**config.mk**
```make
export PLATFORM = sky130hd
export DESIGN_NAME = aes_ram
export DESIGN_NICKNAME = d
export VERILOG_FILES = /design/src/design/aes128_block_cipher_defines.svh /design/src/design/aes_ram.sv
export SDC_FILE = /design/constraint.sdc
export NUM_CORES = 1
export LEC_CHECK = 0
export BUFFER_PORTS_ARGS = -buffer_cell sky130_fd_sc_hd__buf_2
export CAP_MARGIN = 25
export CORE_ASPECT_RATIO = 1.25
export CORE_MARGIN = 5
export CORE_UTILIZATION = 40
export CTS_CLUSTER_SIZE = 16
export DETAILED_ROUTE_END_ITERATION = 10
export SYNTH_ARGS = -nofsm -noshare
export SYNTH_HDL_FRONTEND = slang
export SYNTH_SLANG_ARGS = --single-unit
```
**constraint.sdc**
```tcl
create_clock -name clk -period 9.5 [get_ports clk]
set_clock_uncertainty 0.05 [all_clocks]
set_input_delay 0.475 -clock clk [delete_from_list [all_inputs] [get_ports clk]]
set_output_delay 0.475 -clock clk [all_outputs]
set_load 0.005 [all_outputs]
```
**src/design/aes128_block_cipher_defines.svh**
```systemverilog
// assertion macros for the aes-128 block cipher
`ifndef AES128_BLOCK_CIPHER_DEFINES_SVH
`define AES128_BLOCK_CIPHER_DEFINES_SVH
`ifndef SYNTH
`define AES_ASSERT(lbl, prop, msg) lbl: assert property (@(posedge clk) disable iff (!rst_n) prop) else $error(msg);
`define AES_ASSERT_RST(lbl, prop, msg) lbl: assert property (@(posedge clk) prop) else $error(msg);
`else
`define AES_ASSERT(lbl, prop, msg)
`define AES_ASSERT_RST(lbl, prop, msg)
`endif
`endif

```
**src/design/aes_ram.sv**
```systemverilog
// ----------------------------------------------------------------------------
// aes_ram
// generic single-port ram with registered read
// ----------------------------------------------------------------------------
`timescale 1ns / 1ps
`default_nettype none
module aes_ram #(
  parameter int unsigned Width = 32,
  parameter int unsigned Depth = 44
) (
  input  wire logic                     clk,
  input  wire logic                     we,
  input  wire logic [$clog2(Depth)-1:0] addr,
  input  wire logic [Width-1:0]         wdata,
  output logic      [Width-1:0]         rdata
);
  logic [Width-1:0] mem [Depth];

  // write, and registered read of the old word
  always_ff @(posedge clk) begin
    if (we) begin
      mem[addr] <= wdata;
    end
    rdata <= mem[addr];
  end
endmodule
`default_nettype wire

```
* Word-level counts from Yosys, hierarchy flattened
Memories as Yosys holds them, arrays and structs flattened. A register that Yosys moved wholly into a read port is not among the register bits. Cells that the tools add are included.
Word-level totals: register bits 0, bits in writable memories 1408, bits of input ports 40, output and inout bits 32, memories 1
Memories:
- mem | words 44, bits a word 32, rd ports 1, clocked after memory_dff 1, wr ports 1, line aes_ram.sv:17 | logic [Width-1:0] mem [Depth];
Operators by class: muxes and demuxes 2
Operators with widths (count):
- $mux 1 | 2

* Depth between registers and ports, before layout
Gate-level depths: netlist of run 1.
depth after elaboration 2, mapped depth 10

* Worst setup path before layout of run 1
Ideal clock, no wire load.
path type input to register, start input addr[0], end memory mem[35][0], enable pin, arrival time 4024 ps, setup slack 4958 ps, stages 7, cell sequence buf_4 -> and2_1 -> buf_2 -> clkbuf_1 -> clkbuf_1 -> nand3_1 -> nor3b_1
RTL lines:
- from (decl) | line aes_ram.sv:13 | input wire logic [$clog2(Depth)-1:0] addr,
- to (decl) | line aes_ram.sv:17
Straight into the memory's write port.

==> run metrics, run 1 <==
outcome complete, no violations; largest net degree at the start of global routing 135; final setup fails 0; Placed Area ~0.057 sq mm; routed len/inst 34.3 um; total number of vias 30539; area of the multi-input gates between 0.01 and 0.015 sq mm; GP Congestion 0.808; Power Dens Cells 219 mW/mm^2; count leader, synth edfxtp_1; layout cell share with drive strength beyond 1 18.7%; crit path max fanout 100; Max Fclk about 270 MHz; Reg area 0.0429 sq mm; hpwl dp 89800 um; Buffers on Ports roughly 70; CTS tree yes; Synth Register Bits 1440; sequential fraction of the synthesis area about four fifths; min-delay src wdata[17]; Syn Nets 2936; Die Y 420 um; Cells after DPL approximately 4600; Synth top cells by count 1408 x edfxtp_1, 292 x a221oi_1, 142 x a22oi_1; leak pwr 0.0190 uW; R2R setup slack 7.32 ns; hold endpoint mem[23][17]$_DFFE_PP_; post-synth top area cell edfxtp_1; Slew headroom approximately 28%; Slew @ Worst Pin 1.08 ns; drt pass-1 iters 5; drt total wl 167000 um; first-pass GRT wire length 232000 um; period utilization between 30% and 40%; Period minus WS final 3.73 ns; CORE AREA 0.134 sq mm; RSZ-0062 raised after global routing false; final hold violations 0; CP endpoint kind flip-flop; CTS root buffer clkbuf_16; Nets 3030; distinct cell type count after synthesis 60; cell area after layout 0.0614 sq mm; Synth Area per Inst 18.6 sq um; Netlist Area Pre-Place approximately 0.054 sq mm; Die X 338 um; Starting Density between 40% and 50%; clock latency on the worst-skew pair 0.76 ns; Syn. warnings 0; WHS Path Cells 1; largest cells by area after synthesis edfxtp_1 78%, a221oi_1 4.7%, mux4_2 2.4%, a22oi_1 2.0%, mux2_2 1.7%; Clock Path Buffers 3; number of flops mapped to enable cells by yosys 1408; critical path class primary input to flip-flop; Num CTS Buffers 138; r2r startpoint mem[19][5]$_DFFE_PP_; cell count after synthesis 2896; Die Area 0.142 sq mm; total grt overflow 0; cts hold-fix bufs 0; CTS Sinks roughly 1400; vias in the first global route 29792; # rows 150; max_cap viols 0; async set-reset flop share out of synthesis 0%; vias per cell between 6 and 7; 1st-iter DRT viols 3850; Synth top area share 78.5%; Ports 72; PostCTS Resize Cnt 0; Setup TNS 0 ns; path depth of the worst reg2reg path 5; filler instances 11226; post-CTS setup buffers 0; Post-synth top flop edfxtp_1; hold crit path type primary input to flip-flop; Startpoint Class primary input; Final Slew Violations 0; R2R Path End rdata[5]$_DFF_P_; WP data required 10.06 ns; post-route DRC violation count 0; final non-filler cell total roughly 4900; Routed Antenna Nets 0; Worst-path clk slew around 0.06 ns; # H-tree levels 4; initial antenna violation count 20; area delta synth->final 13.9%; CP arrival 4.30 ns; GRT Resource Usage Total 22.9%; Max rail drop VDD 0.187 mV
## worst max-delay path: stages
cell      delay (ns)
buf_8           0.54
buf_4           0.63
inv_4           0.32
buf_4           0.42
buf_4           0.42
a221oi_1        0.35
nor2_1          0.06
o21ai_0         0.49
nand4_1         0.14
## layout make-up
cell class,instances,area share [%]
sequential,1440,69.9
inverter,6,0.0408
multi-input combinational,1243,17.0
timing repair buffer,161,1.82
clock buffer,190,6.40
antenna,9,0.0367
tap,1748,3.56
clock inverter,61,1.20
## layout by cell type (no fill, tap or decap), drive strengths merged, types with 5 or more instances in the layout
master,n
or2,6
nand4,20
clkbuf,191
a211oi,5
o221ai,18
mux2,81
nand2,59
a221oi,292
and3,8
o21ai,91
diode,9
a31oi,12
a22o,13
o22a,6
o21a,5
mux4,58
o211ai,33
a21oi,31
a221o,19
nor3,7
mux2i,71
clkinv,43
dfxtp,32
buf,160
nor2,138
nor3b,6
nand3,10
nor2b,8
a22oi,142
nand2b,7
o22ai,48
edfxtp,1408
bufinv,16
inv,8
a222oi,10
## power by group
part | leakage, uW | total, uW | switching (uW) | internal, uW
registers | 0.0129 | 7070 | 36.1 | 7030
clock network | 0.00230 | 5670 | 2340 | 3330
logic | 0.00379 | 677 | 487 | 190
total | 0.0190 | 13400 | 2860 | 10600
## through the flow
stage               utilization [%]  power, uW  hold WS [ns]  setup slack [ns]
CTS                            45.9      13500         0.219              5.88
detailed placement             42.4       7880         0.532              5.07
finish                         45.9      13400         0.258              5.77
floorplan                         -       7520         0.496              4.96
global placement               42.3       7870         0.552              5.09
global route                   45.9      13800         0.266              5.74
## registers in the layout, indices dropped and copies added (netlist names)
signal	cells
mem	1408
rdata	32
## routing by layer
layer	part of all wire, %	vias up	wire [um]	track usage, %
li1	-	12408	-	-
met1	38	15984	62700	29.1
met2	49	1777	81300	38.2
met3	9.5	362	15800	5.58
met4	4.1	8	6780	9.23
met5	0.032	-	54	0
## logic make-up (layout without fill, tap and decap cells)
| kind of cell | count (synthesis) | count (layout) | share of synthesized area (%) |
|---|---|---|---|
| other cells | 0 | 9 | 0 |
| simple gates | 284 | 284 | 2.43 |
| mux | 210 | 210 | 5.44 |
| buf+inv | 213 | 418 | 1.78 |
| flops | 1440 | 1440 | 79.7 |
| compound gates | 749 | 749 | 10.7 |
## worst max path at each step
stage / to / start / depth (start not counted) / slack (ns)
after floorplan: mem[35][0]$_DFFE_PP_ / addr[0] / 7 / 4.96
after global placement: rdata[14]$_DFF_P_ / addr[2] / 9 / 5.09
after detailed placement: rdata[14]$_DFF_P_ / addr[2] / 9 / 5.07
after CTS: rdata[14]$_DFF_P_ / addr[2] / 9 / 5.88
after global routing: rdata[14]$_DFF_P_ / addr[2] / 9 / 5.74
final: rdata[14]$_DFF_P_ / addr[2] / 9 / 5.77
No activity file was read; power rests on OpenSTA's default activity.
==> run 2, diff against run 1 <==
==> constraint.sdc (replaced) <==
create_clock -name clk -period 3.8 [get_ports clk]
set_clock_uncertainty 0.05 [all_clocks]
set_input_delay 0.19 -clock clk [delete_from_list [all_inputs] [get_ports clk]]
set_output_delay 0.19 -clock clk [all_outputs]
set_load 0.005 [all_outputs]
==> run 2 against run 1 <==
Compared with the run above:
- wire length up 0.89%
- setup slack worse by 4.3 ns
- non-clock buffer count up 111
- sequential power rose to 2.5 times the previous value
- clock power rose by 140%
- largest power group unchanged
- highest routed layer unchanged
==> run metrics, run 2 (synthesized netlist as in run 1, its figures left out) <==
period utilization 61.1%; Regs by FF count mem: 1408 flops, rdata: 32 flops; final hold violations 0 (unchanged); GRT Resource Usage Total 23.2% (+0.28 points); crit path max fanout 45 (-55%); Slew headroom 38.8% (+11 points); Num CTS Buffers 137 (-0.72%); area delta synth->final 15.6%; sw frac 22.6% (+1.3 points); worst setup margin 1.48 ns (-4.29 ns); routed len/inst 33.8 um (-1.3%); CTS Sinks 1440 (unchanged); Ports 72 (unchanged); first-pass GRT wire length 235000 um (+1.3%); Routed Antenna Nets 0 (unchanged); hpwl dp 96500 um (+7.5%); Seq pwr share 53.7% (+1.0 points); outcome complete, no violations; Starting Density 40.3% (unchanged); Buffers on Ports 71 (unchanged); leak pwr 0.0194 uW (+2.3%); Min Hold Slack 0.0400 ns (-0.218 ns); Period minus WS final 2.32 ns; Clock power frac 40.9% (-1.4 points); clock latency on the worst-skew pair 0.78 ns (+0.02 ns); CORE AREA 0.134 sq mm (unchanged); Die Y 420 um (unchanged); CTS root buffer clkbuf_16; largest net degree at the start of global routing 88 (-35%); Max rail drop VDD 0.457 mV (+140%); CP cell instances clkbuf_8 > and2_2 > buf_4 > a221oi_1 > o22ai_1 > a211oi_1 > o211ai_1; final setup fails 0 (unchanged); hold crit path type primary input to flip-flop; critical path class primary input to flip-flop; CP arrival 2.87 ns (-1.43 ns); filler instances 11187 (-0.35%); Clock Path Buffers 3 (unchanged); switching power 7440 uW (+160%); Nets 3140 (+3.6%); CTS tree yes; 1st-iter DRT viols 3816 (-0.88%); # H-tree levels 4 (unchanged); Max Fclk 431 MHz; GP Congestion 0.831 (+2.9%); WP data required 4.35 ns (-5.71 ns); Int Pwr 25400 uW (+140%); max reg flops 1408 (unchanged); drt total wl 168000 um (+0.89%); Startpoint Class primary input; Final Slew Violations 0 (unchanged); Crit-path slowest cell a211oi_1; critical path's top delay family compound AO/OA/AOI/OAI gates; initial antenna violation count 13 (-35%); max_cap viols 0 (unchanged); total number of vias 31157 (+2.0%); most frequent cells in the layout 1408 x edfxtp_1, 292 x a221oi_1, 152 x buf_4; Biggest register mem; Power Dens Cells 528 mW/mm^2 (+140%); Die X 338 um (unchanged); # rows 150 (unchanged); post-route DRC violation count 0 (unchanged); drt pass-1 iters 6 (+1); Max stage delay on crit path 0.60 ns (-0.03 ns); vias in the first global route 30553 (+2.6%); Slew @ Worst Pin 0.918 ns (-0.163 ns); Die Area 0.142 sq mm (unchanged); commonest non-fill, non-tap cell in the layout edfxtp_1; CP endpoint kind flip-flop; total grt overflow 0 (unchanged); Setup TNS 0 ns (unchanged); vias per cell 6.27 (-0.24%); Logic pwr share 5.4% (+0.4 points); Worst-path clk slew 0.06 ns (about the same); dpl ws 0.672 ns (-4.39 ns); RSZ-0062 raised after global routing false; Buf+Inv Stages, Crit Path 2 (-3); layout cell share with drive strength beyond 1 20.1% (+1.4 points)
run 2: area by class of cell:
class / count / area (sq um) / area share, %
sequential: 1440 / 42900 / 68.9
timing repair buffer: 272 / 2230 / 3.59
clock buffer: 184 / 3680 / 5.92
tap: 1748 / 2190 / 3.51
multi-input combinational: 1243 / 10400 / 16.8
clock inverter: 66 / 766 / 1.23
inverter: 6 / 25.0 / 0.0402
antenna: 9 / 22.5 / 0.0362
run 2: worst paths after layout:
path | startpoint | to | slack, ns | cells after the start
hold / removal | wdata[13] | mem[31][13]$_DFFE_PP_ | 0.04 | 1
setup / recovery | addr[0] | rdata[16]$_DFF_P_ | 1.48 | 7
setup reg to reg | mem[23][16]$_DFFE_PP_ | rdata[16]$_DFF_P_ | 1.78 | 4
hold reg to reg | mem[18][10]$_DFFE_PP_ | rdata[10]$_DFF_P_ | 0.58 | 3
run 2: worst reg2reg max path, cell delays in order (launching register included):
cell      delay, ns
edfxtp_1       0.38
a221oi_1       0.41
o22ai_1        0.13
a211oi_1       0.60
o211ai_1       0.28
run 2: timing repair:
action	4_1_cts	5_1_grt
hold buffers	28	0
hold endpoints to repair	1026	0
setup buffers	0	0
gates resized for setup	0	0
run 2: per-stage QoR:
step | instances | power (uW) | utilization, % | cell area (sq um)
after floorplan | 2896 | 18800 | - | 53900
after global placement | 4680 | 19700 | 43.0 | 57500
after detailed placement | 4680 | 19700 | 43.0 | 57500
after CTS | 4958 | 33000 | 46.5 | 62200
after global routing | 4962 | 33800 | 46.5 | 62300
final | 4968 | 32900 | 46.5 | 62300
run 2: power groups by stage:
stage / Clock, uW / Combinational (uW) / Sequential, uW
after floorplan: 0 / 834 / 18000
after global placement: 0 / 1730 / 18000
after detailed placement: 0 / 1750 / 18000
after CTS: 13600 / 1780 / 17700
after global routing: 14300 / 1870 / 17700
final: 13400 / 1790 / 17700
run 2: metal layers:
metal	GRT usage, %	wire length (um)	vias up
li1	-	-	12628
met1	29.8	63500	16384
met2	38.9	82000	1767
met3	4.53	14600	372
met4	9.75	7890	6
met5	0	40	-
